==> src/rtl/core/sae_pkg.sv <==
// Shared types, constants and lookup tables for the Small-AES exchange checker.
// Used by sae_round, sae_match, sae_accum and small_aes_exchange_check.
`default_nettype none

package sae_pkg;

	// Field widths fixed by the interface
	localparam int STATE_W     = 64;
	localparam int FIELD_W     = 48;
	localparam int TOTAL_W_DEF = 48;

	// Cells (r,r) of a packed state
	localparam logic [STATE_W-1:0] DIAG0_MASK = 64'hF000_0F00_00F0_000F;

	typedef logic [15:0] ttab_t [16];

	// Fused SubNibbles / MixColumns tables, one per input row
	localparam ttab_t TAB0 = '{
		16'hC66A, 16'h5BBE, 16'hA55F, 16'h844C, 16'h4226, 16'hFEE1, 16'hE779, 16'h7AAD,
		16'h1998, 16'h9DD4, 16'hDFF2, 16'hBCC7, 16'h6335, 16'h2113, 16'h0000, 16'h388B
	};
	localparam ttab_t TAB1 = '{
		16'hAC66, 16'hE5BB, 16'hFA55, 16'hC844, 16'h6422, 16'h1FEE, 16'h9E77, 16'hD7AA,
		16'h8199, 16'h49DD, 16'h2DFF, 16'h7BCC, 16'h5633, 16'h3211, 16'h0000, 16'hB388
	};
	localparam ttab_t TAB2 = '{
		16'h6AC6, 16'hBE5B, 16'h5FA5, 16'h4C84, 16'h2642, 16'hE1FE, 16'h79E7, 16'hAD7A,
		16'h9819, 16'hD49D, 16'hF2DF, 16'hC7BC, 16'h3563, 16'h1321, 16'h0000, 16'h8B38
	};
	localparam ttab_t TAB3 = '{
		16'h66AC, 16'hBBE5, 16'h55FA, 16'h44C8, 16'h2264, 16'hEE1F, 16'h779E, 16'hAAD7,
		16'h9981, 16'hDD49, 16'hFF2D, 16'hCC7B, 16'h3356, 16'h1132, 16'h0000, 16'h88B3
	};

	// Per-item result counts
	typedef struct packed {
		logic [3:0] mask_count;
		logic [2:0] w1_count;
		logic [2:0] w2_count;
		logic [2:0] w3_count;
		logic       any_valid;
	} counts_t;

	// Nibble at row r, column c (indices wrap mod 4)
	function automatic logic [3:0] nibble_at(input logic [STATE_W-1:0] s,
			input logic [1:0] r, input logic [1:0] c);
		logic [5:0] base;
		base = {r, c, 2'b00};
		return s[base +: 4];
	endfunction

endpackage

`default_nettype wire

==> src/rtl/core/sae_round.sv <==
// One keyed Small-AES round through the fused T-tables.
// Depends on sae_pkg for the tables and the nibble helper.
`default_nettype none

module sae_round
	import sae_pkg::*;
(
	input  wire logic [STATE_W-1:0] state_in,
	input  wire logic [STATE_W-1:0] key,
	output logic      [STATE_W-1:0] state_out
);

	logic [STATE_W-1:0] keyed;
	logic [15:0]        col [4];

	assign keyed = state_in ^ key;

	// Form each output column from one diagonal of the keyed state
	always_comb begin
		for (int j = 0; j < 4; j++) begin
			col[j] = TAB0[nibble_at(keyed, 2'd0, 2'(j))]
				^ TAB1[nibble_at(keyed, 2'd1, 2'(j + 1))]
				^ TAB2[nibble_at(keyed, 2'd2, 2'(j + 2))]
				^ TAB3[nibble_at(keyed, 2'd3, 2'(j + 3))];
		end
	end

	// Scatter column nibbles back into row-major packing, top nibble is row 0
	always_comb begin
		for (int r = 0; r < 4; r++) begin
			for (int j = 0; j < 4; j++) begin
				state_out[4 * (4 * r + j) +: 4] = col[j][12 - 4 * r +: 4];
			end
		end
	end

endmodule

`default_nettype wire

==> src/rtl/core/sae_match.sv <==
// Diagonal keep/swap decision and valid exchange mask counting.
// Depends on sae_pkg for counts_t and the nibble helper.
`default_nettype none

module sae_match
	import sae_pkg::*;
(
	input  wire logic [STATE_W-1:0] ra,
	input  wire logic [STATE_W-1:0] rb,
	input  wire logic [STATE_W-1:0] rap,
	input  wire logic [STATE_W-1:0] rbp,
	output counts_t                 counts
);

	logic [3:0]  keep;
	logic [3:0]  swp;
	logic [14:1] ok;
	logic [3:0]  w1_bits;
	logic [5:0]  w2_bits;
	logic [3:0]  w3_bits;

	// Compare the four cells of each diagonal
	always_comb begin
		for (int d = 0; d < 4; d++) begin
			keep[d] = 1'b1;
			swp[d]  = 1'b1;
			for (int r = 0; r < 4; r++) begin
				if (nibble_at(rap, 2'(r), 2'(r + d)) != nibble_at(ra, 2'(r), 2'(r + d)) ||
						nibble_at(rbp, 2'(r), 2'(r + d)) != nibble_at(rb, 2'(r), 2'(r + d)))
					keep[d] = 1'b0;
				if (nibble_at(rap, 2'(r), 2'(r + d)) != nibble_at(rb, 2'(r), 2'(r + d)) ||
						nibble_at(rbp, 2'(r), 2'(r + d)) != nibble_at(ra, 2'(r), 2'(r + d)))
					swp[d] = 1'b0;
			end
		end
	end

	// A mask is valid when every diagonal agrees; full swap is not tested
	always_comb begin
		for (int v = 1; v <= 14; v++) begin
			ok[v] = &((4'(v) & swp) | (~4'(v) & keep));
		end
	end

	// Group masks by weight
	assign w1_bits = {ok[8], ok[4], ok[2], ok[1]};
	assign w2_bits = {ok[12], ok[10], ok[9], ok[6], ok[5], ok[3]};
	assign w3_bits = {ok[14], ok[13], ok[11], ok[7]};

	always_comb begin
		counts.w1_count   = 3'($countones(w1_bits));
		counts.w2_count   = 3'($countones(w2_bits));
		counts.w3_count   = 3'($countones(w3_bits));
		counts.mask_count = 4'(counts.w1_count) + 4'(counts.w2_count)
			+ 4'(counts.w3_count);
		counts.any_valid  = |ok;
	end

endmodule

`default_nettype wire

==> src/rtl/core/sae_accum.sv <==
// Saturating running totals of the per-item counts.
// Depends on sae_pkg for counts_t.
`default_nettype none

module sae_accum
	import sae_pkg::*;
#(
	parameter int TOTAL_WIDTH = TOTAL_W_DEF
) (
	input  wire logic                   clk,
	input  wire logic                   arst_n,
	input  wire logic                   update,
	input  wire counts_t                counts,
	output logic      [TOTAL_WIDTH-1:0] success_sum,
	output logic      [TOTAL_WIDTH-1:0] mask_sum,
	output logic      [TOTAL_WIDTH-1:0] w1_sum,
	output logic      [TOTAL_WIDTH-1:0] w2_sum,
	output logic      [TOTAL_WIDTH-1:0] w3_sum
);

	localparam logic [TOTAL_WIDTH-1:0] TOP = {TOTAL_WIDTH{1'b1}};

	logic [TOTAL_WIDTH-1:0] success_q, mask_q, w1_q, w2_q, w3_q;
	logic [TOTAL_WIDTH:0]   success_nx, mask_nx, w1_nx, w2_nx, w3_nx;

	// Wide add with a carry bit for saturation
	assign success_nx = {1'b0, success_q} + (TOTAL_WIDTH + 1)'(counts.any_valid);
	assign mask_nx    = {1'b0, mask_q} + (TOTAL_WIDTH + 1)'(counts.mask_count);
	assign w1_nx      = {1'b0, w1_q} + (TOTAL_WIDTH + 1)'(counts.w1_count);
	assign w2_nx      = {1'b0, w2_q} + (TOTAL_WIDTH + 1)'(counts.w2_count);
	assign w3_nx      = {1'b0, w3_q} + (TOTAL_WIDTH + 1)'(counts.w3_count);

	// Advance totals, clamp at all ones on carry out
	always_ff @(posedge clk or negedge arst_n) begin
		if (!arst_n) begin
			success_q <= '0;
			mask_q    <= '0;
			w1_q      <= '0;
			w2_q      <= '0;
			w3_q      <= '0;
		end else if (update) begin
			success_q <= success_nx[TOTAL_WIDTH] ? TOP : success_nx[TOTAL_WIDTH-1:0];
			mask_q    <= mask_nx[TOTAL_WIDTH] ? TOP : mask_nx[TOTAL_WIDTH-1:0];
			w1_q      <= w1_nx[TOTAL_WIDTH] ? TOP : w1_nx[TOTAL_WIDTH-1:0];
			w2_q      <= w2_nx[TOTAL_WIDTH] ? TOP : w2_nx[TOTAL_WIDTH-1:0];
			w3_q      <= w3_nx[TOTAL_WIDTH] ? TOP : w3_nx[TOTAL_WIDTH-1:0];
		end
	end

	assign success_sum = success_q;
	assign mask_sum    = mask_q;
	assign w1_sum      = w1_q;
	assign w2_sum      = w2_q;
	assign w3_sum      = w3_q;

endmodule

`default_nettype wire

==> src/rtl/core/small_aes_exchange_check.sv <==
// Small-AES diagonal exchange checker. An input item is a pair of 4x4 nibble
// states; the block swaps diagonal 0 between them, runs one keyed Small-AES round
// on all four states, and reports how many exchange masks of weight one to three
// are consistent, with saturating running totals. Throughput is one item per
// clock while out_stall does not hold the output. An item passes three registers
// (input register, count register, output/total register) in that order before
// its result is on the output.
// round_key must only be written while the block holds no item in flight.
// Depends on sae_pkg, sae_round, sae_match and sae_accum.
`default_nettype none

module small_aes_exchange_check
	import sae_pkg::*;
#(
	parameter int TOTAL_WIDTH = TOTAL_W_DEF
) (
	input  wire logic               clk,
	input  wire logic               arst_n,
	// configuration
	input  wire logic               cfg_write_en,
	input  wire logic [STATE_W-1:0] round_key,
	// input channel
	input  wire logic               in_valid,
	output logic                    in_stall,
	input  wire logic [STATE_W-1:0] first_state,
	input  wire logic [STATE_W-1:0] second_state,
	// output channel
	output logic                    out_valid,
	input  wire logic               out_stall,
	output logic      [3:0]         mask_count,
	output logic      [2:0]         weight_one_count,
	output logic      [2:0]         weight_two_count,
	output logic      [2:0]         weight_three_count,
	output logic                    any_valid,
	output logic      [FIELD_W-1:0] success_total,
	output logic      [FIELD_W-1:0] masks_total,
	output logic      [FIELD_W-1:0] weight_one_total,
	output logic      [FIELD_W-1:0] weight_two_total,
	output logic      [FIELD_W-1:0] weight_three_total
);

	logic [STATE_W-1:0]     key_q;
	logic                   valid_s1, valid_s2, out_valid_q;
	logic [STATE_W-1:0]     a_s1, b_s1;
	counts_t                counts_s2, counts_q, counts_nx;
	logic [STATE_W-1:0]     ap, bp, ra, rb, rap, rbp;
	logic                   adv_out, adv_2, adv_1;
	logic [TOTAL_WIDTH-1:0] success_sum, mask_sum, w1_sum, w2_sum, w3_sum;

	// Hold the round key
	always_ff @(posedge clk or negedge arst_n) begin
		if (!arst_n) begin
			key_q <= '0;
		end else if (cfg_write_en) begin
			key_q <= round_key;
		end
	end

	// Stage advance: a stage moves when empty or when the next one moves
	assign adv_out  = !out_valid_q || !out_stall;
	assign adv_2    = !valid_s2 || adv_out;
	assign adv_1    = !valid_s1 || adv_2;
	assign in_stall = !adv_1;

	// Input register
	always_ff @(posedge clk or negedge arst_n) begin
		if (!arst_n) begin
			valid_s1 <= 1'b0;
		end else if (adv_1) begin
			valid_s1 <= in_valid;
		end
	end

	always_ff @(posedge clk) begin
		if (adv_1 && in_valid) begin
			a_s1 <= first_state;
			b_s1 <= second_state;
		end
	end

	// Exchange diagonal 0
	assign ap = (a_s1 & ~DIAG0_MASK) | (b_s1 & DIAG0_MASK);
	assign bp = (b_s1 & ~DIAG0_MASK) | (a_s1 & DIAG0_MASK);

	sae_round u_round_a  (.state_in(a_s1), .key(key_q), .state_out(ra));
	sae_round u_round_b  (.state_in(b_s1), .key(key_q), .state_out(rb));
	sae_round u_round_ap (.state_in(ap),   .key(key_q), .state_out(rap));
	sae_round u_round_bp (.state_in(bp),   .key(key_q), .state_out(rbp));

	sae_match u_match (
		.ra     (ra),
		.rb     (rb),
		.rap    (rap),
		.rbp    (rbp),
		.counts (counts_nx)
	);

	// Count register
	always_ff @(posedge clk or negedge arst_n) begin
		if (!arst_n) begin
			valid_s2 <= 1'b0;
		end else if (adv_2) begin
			valid_s2 <= valid_s1;
		end
	end

	always_ff @(posedge clk) begin
		if (adv_2 && valid_s1) begin
			counts_s2 <= counts_nx;
		end
	end

	// Output register; totals advance with the item that enters it
	always_ff @(posedge clk or negedge arst_n) begin
		if (!arst_n) begin
			out_valid_q <= 1'b0;
		end else if (adv_out) begin
			out_valid_q <= valid_s2;
		end
	end

	always_ff @(posedge clk) begin
		if (adv_out && valid_s2) begin
			counts_q <= counts_s2;
		end
	end

	sae_accum #(
		.TOTAL_WIDTH (TOTAL_WIDTH)
	) u_accum (
		.clk         (clk),
		.arst_n      (arst_n),
		.update      (adv_out && valid_s2),
		.counts      (counts_s2),
		.success_sum (success_sum),
		.mask_sum    (mask_sum),
		.w1_sum      (w1_sum),
		.w2_sum      (w2_sum),
		.w3_sum      (w3_sum)
	);

	assign out_valid          = out_valid_q;
	assign mask_count         = counts_q.mask_count;
	assign weight_one_count   = counts_q.w1_count;
	assign weight_two_count   = counts_q.w2_count;
	assign weight_three_count = counts_q.w3_count;
	assign any_valid          = counts_q.any_valid;

	// Fit totals to the field width
	generate
		if (TOTAL_WIDTH >= FIELD_W) begin : g_trunc
			assign success_total      = success_sum[FIELD_W-1:0];
			assign masks_total        = mask_sum[FIELD_W-1:0];
			assign weight_one_total   = w1_sum[FIELD_W-1:0];
			assign weight_two_total   = w2_sum[FIELD_W-1:0];
			assign weight_three_total = w3_sum[FIELD_W-1:0];
		end else begin : g_ext
			assign success_total      = {{(FIELD_W - TOTAL_WIDTH){1'b0}}, success_sum};
			assign masks_total        = {{(FIELD_W - TOTAL_WIDTH){1'b0}}, mask_sum};
			assign weight_one_total   = {{(FIELD_W - TOTAL_WIDTH){1'b0}}, w1_sum};
			assign weight_two_total   = {{(FIELD_W - TOTAL_WIDTH){1'b0}}, w2_sum};
			assign weight_three_total = {{(FIELD_W - TOTAL_WIDTH){1'b0}}, w3_sum};
		end
	endgenerate

endmodule

`default_nettype wire

==> config.mk <==
export PLATFORM = sky130hd
export DESIGN_NAME = small_aes_exchange_check
export DESIGN_NICKNAME = d
export VERILOG_FILES = /design/src/rtl/core/sae_pkg.sv /design/src/rtl/core/sae_round.sv /design/src/rtl/core/sae_match.sv /design/src/rtl/core/sae_accum.sv /design/src/rtl/core/small_aes_exchange_check.sv
export SDC_FILE = /design/constraint.sdc
export NUM_CORES = 2
export LEC_CHECK = 0
export BUFFER_PORTS_ARGS = -buffer_cell sky130_fd_sc_hd__buf_2
export CAP_MARGIN = 20
export CORE_MARGIN = 5
export CORE_UTILIZATION = 53
export DETAILED_ROUTE_END_ITERATION = 10
export GPL_ROUTABILITY_DRIVEN = 0
export GPL_TIMING_DRIVEN = 0
export PLACE_DENSITY = 0.74
export SLEW_MARGIN = 20
export SYNTH_ARGS = -nofsm -noshare
export SYNTH_HDL_FRONTEND = slang
export SYNTH_SLANG_ARGS = --single-unit
==> constraint.sdc <==
create_clock -name clk -period 14.14 [get_ports clk]
set_input_delay 0.707 -clock clk [delete_from_list [all_inputs] [get_ports clk]]
set_output_delay 0.707 -clock clk [all_outputs]
set_load 0.02 [all_outputs]
==> impl_metrics.tcl <==
set metrics [dict create \
    max-vdd-ir-drop_mv 0.127 \
    p_sw_mw 2.21 \
    slew_viol_final 0 \
    p_seq_share_pct 27.7 \
    skew_ns 0.0325 \
    clockRootBuffer "clkbuf_16" \
    synth_area_leaders "dfrtp_1, edfxtp_1, xnor2_1" \
    tightest_slew_ns 0.983 \
    initial_utilization_pct 53.5 \
    cellInternalPower_mw 3.55 \
    worstSetupPathType "reg2reg" \
    synth_ff_type "dfrtp_1" \
    setup_viol 0 \
    drive_gt1_share_pct 20.9 \
    die_area_sq_mm 0.0674 \
    grt_pass1_vias 24247 \
    p_total_mw 5.77 \
    viasPerCell 5.46 \
    drt_iter0_markers 1749 \
    vias 25024 \
    cts_max_path_buffers 3 \
    hold_violations 0 \
    ys_warn_count 0 \
    grt-ovfl-total 0 \
    synthXorXnorAreaFrac_pct 20.5 \
    synth_nets 3617 \
    dp_hpwl_um 64700 \
    min_period_ns 6.95 \
    async_flop_share_pct 66.3 \
    cts_tree "done" \
    synth.avg_cell_area_sq_um 10.4 \
    drc 0 \
    worst_setup_path_start_kind "register" \
    path_max_fanout 10 \
    cts.htree.levels 2 \
    cts_sinks 463 \
    cap_violations 0 \
    p_clk_share_pct 23.2 \
    detail-route-antenna-nets 0 \
    path_clk_slew_ns 0.06 \
    drt-pass1-iter-count 6 \
    cp-end-kind "register" \
    numCtsBuffers 52 \
    yosysMostFrequentCell "nand2_1" \
    outcome "finished clean" \
    required_ns 14.51 \
    max_slew_margin_pct 34.4 \
    synthAdderAreaFrac_pct 9.10 \
    synth_compound_area_share_pct 7.16 \
    min_period_over_period_pct 49.2 \
    drt-total-wl_um 82600 \
    synthTopCellsByCount "nand2_1, xnor2_1, dfrtp_1" \
    synth_cells 3187 \
    rsz0062_at_grt "false" \
    synthDistinctLibCells 72 \
    fmax_mhz 144 \
    rows 91 \
    synth-seq-area-share_pct 37.4 \
    synth_top_area_share_pct 23.3 \
    ys_ff_latch 463 \
    synth_edf_count 156 \
    grt_max_degree 85 \
    swShare_pct 38.4 \
    synth_top_family_by_area "XOR/XNOR gates" \
    crit_arrival_ns 7.32 \
    netlist_area_sq_mm 0.0330 \
    fin_nets 4129 \
    io_buffers 451 \
    wire_per_inst_um 18.0 \
    grt_use_total_pct 23.7 \
    p_leak_nw 18.2 \
    hold_class "in2reg" \
    rrSetupSlack_ns 7.19 \
    power_density_mw_per_mm2 151 \
    yosys.area.top_type "dfrtp_1" \
    comb_power_share_pct 49.1 \
    die_h_um 260 \
    tns_ns 0 \
    die_x_um 260 \
    syn_to_final_growth_pct 15.8 \
    fillers 5078 \
    ios 453 \
    antenna_found_initial 8 \
    grt_pass1_wl_um 130000 \
    cts-resized-gates 0 \
    synthMuxAreaShare_pct 9.48 \
    synth-simple-area-share_pct 13.0 \
    core_area_sq_mm 0.0617 \
    clock_latency_ns 0.62 \
]
-- final timing paths --
kind                                       to              from  depth (start not counted)
setup / recovery                counts_s2[13]         key_q[48]                         23
hold / removal                       b_s1[41]  second_state[41]                          1
setup reg to reg                counts_s2[13]         key_q[48]                         23
hold reg to reg                 mask_count[2]     counts_s2[12]                          0
max in group asynchronous           key_q[22]            arst_n                          4
min in group asynchronous  u_accum.w1_sum[43]            arst_n                          2
-- worst max-delay path, cell delays in order (launching register included) --
cell     delay [ns]
dfrtp_1        0.41
xor2_1         0.69
inv_1          0.21
ha_1           0.35
mux4_2         0.49
xor2_1         0.26
xnor3_1        0.28
xnor3_1        0.23
nor4_1         0.26
nand4_1        0.14
nor4_1         0.52
nand2_1        0.28
nor2_1         0.19
ha_1           0.16
inv_1          0.05
fa_1           0.54
inv_1          0.04
ha_1           0.19
xnor2_1        0.26
inv_1          0.09
fa_1           0.48
inv_1          0.05
fa_1           0.42
xnor2_1        0.14
-- placed cells by master (no fill, tap or decap), types with 10 or more instances in the layout --
| master | synthesis | final |
|---|---|---|
| and4_1 | 15 | 15 |
| nor2_1 | 113 | 113 |
| nand2b_1 | 18 | 18 |
| xnor3_1 | 32 | 32 |
| inv_2 | 19 | 19 |
| or3_1 | 17 | 17 |
| clkbuf_16 | 0 | 52 |
| nor2b_1 | 13 | 13 |
| inv_1 | 182 | 182 |
| xor2_2 | 20 | 20 |
| a22oi_1 | 15 | 15 |
| dfrtp_1 | 307 | 307 |
| a21oi_1 | 113 | 113 |
| o22ai_1 | 33 | 33 |
| and3_1 | 58 | 58 |
| clkbuf_1 | 45 | 53 |
| xnor2_1 | 346 | 346 |
| nor3_1 | 88 | 88 |
| and2_1 | 14 | 13 |
| nand4_1 | 47 | 47 |
| mux4_2 | 71 | 71 |
| mux2_2 | 71 | 71 |
| o211ai_1 | 27 | 27 |
| buf_2 | 27 | 478 |
| ha_1 | 221 | 221 |
| o21ai_0 | 68 | 68 |
| a31oi_1 | 49 | 49 |
| xnor2_2 | 10 | 10 |
| mux2i_1 | 72 | 72 |
| clkbuf_8 | 0 | 14 |
| fa_1 | 12 | 12 |
| nand3_1 | 107 | 107 |
| edfxtp_1 | 156 | 156 |
| nand2_1 | 406 | 406 |
| xor2_1 | 276 | 276 |
-- flip-flops by register name, indices dropped and copies added (netlist names), 3 cells and up --
signal / cells
a_s1: 64
b_s1: 64
counts_s2: 14
key_q: 64
mask_count: 4
u_accum.mask_sum: 48
u_accum.success_sum: 48
u_accum.w1_sum: 48
u_accum.w2_sum: 48
u_accum.w3_sum: 48
weight_one_count: 3
weight_three_count: 3
weight_two_count: 3
-- repair_timing --
item,4_1_cts,5_1_grt
buffers inserted,0,0
setup endpoints to repair,0,0
hold buffers,1,0
endpoints found under the hold margin,23,0
-- cells by family (layout without fill, tap and decap cells) --
family,Yosys count,in the layout
DFF,463,463
and+or+nand+nor,922,922
other,0,8
muxes,215,215
buffers and inverters,283,838
adders and majority gates,233,233
AOI/OAI and AO/OA,383,383
xor gates and xnor gates,688,688
-- final cells by class --
type / count / area, sq um / share of cell area (%)
antenna: 8 / 20.0 / 0.0523
buffer: 82 / 369 / 0.964
clock buffer: 74 / 1520 / 3.98
clock inverter: 23 / 195 / 0.510
inverter: 201 / 754 / 1.97
multi-input combinational: 2441 / 19600 / 51.1
sequential: 463 / 12400 / 32.3
tap: 837 / 1050 / 2.74
timing repair buffer: 458 / 2430 / 6.36
-- stage by stage --
step | hold slack [ns] | std cells | setup WS (ns) | instance area, sq um | utilization, %
2_1_floorplan | 0.411 | 3187 | 7.98 | 33000 | -
3_3_place_gp | 0.440 | 4475 | 6.13 | 36300 | 58.9
3_5_place_dp | 0.439 | 4481 | 7.15 | 36500 | 59.2
4_1_cts | 0.208 | 4579 | 7.15 | 38300 | 62.0
5_1_grt | 0.226 | 4582 | 6.63 | 38300 | 62.0
6_report | 0.253 | 4587 | 7.19 | 38300 | 62.0
-- layer usage --
layer | up-vias | track usage (%) | routed length (um) | share of wire (%)
met3 | 147 | 4.33 | 5070 | 6.1
met4 | 2 | 7.72 | 3020 | 3.7
li1 | 12123 | - | - | -
met5 | - | 0 | 11 | 0.013
met1 | 12029 | 31.0 | 34500 | 42
met2 | 723 | 40.4 | 39900 | 48
-- power by group through the flow --
stage | clock (mW) | sequential [mW] | combinational [mW]
global placement | 0 | 1.62 | 2.78
floorplan | 0 | 1.67 | 2.06
global route | 1.43 | 1.62 | 3.05
detailed placement | 0 | 1.62 | 2.83
CTS | 1.37 | 1.60 | 2.84
finish | 1.34 | 1.60 | 2.83
(Power assumes the default switching activity.)
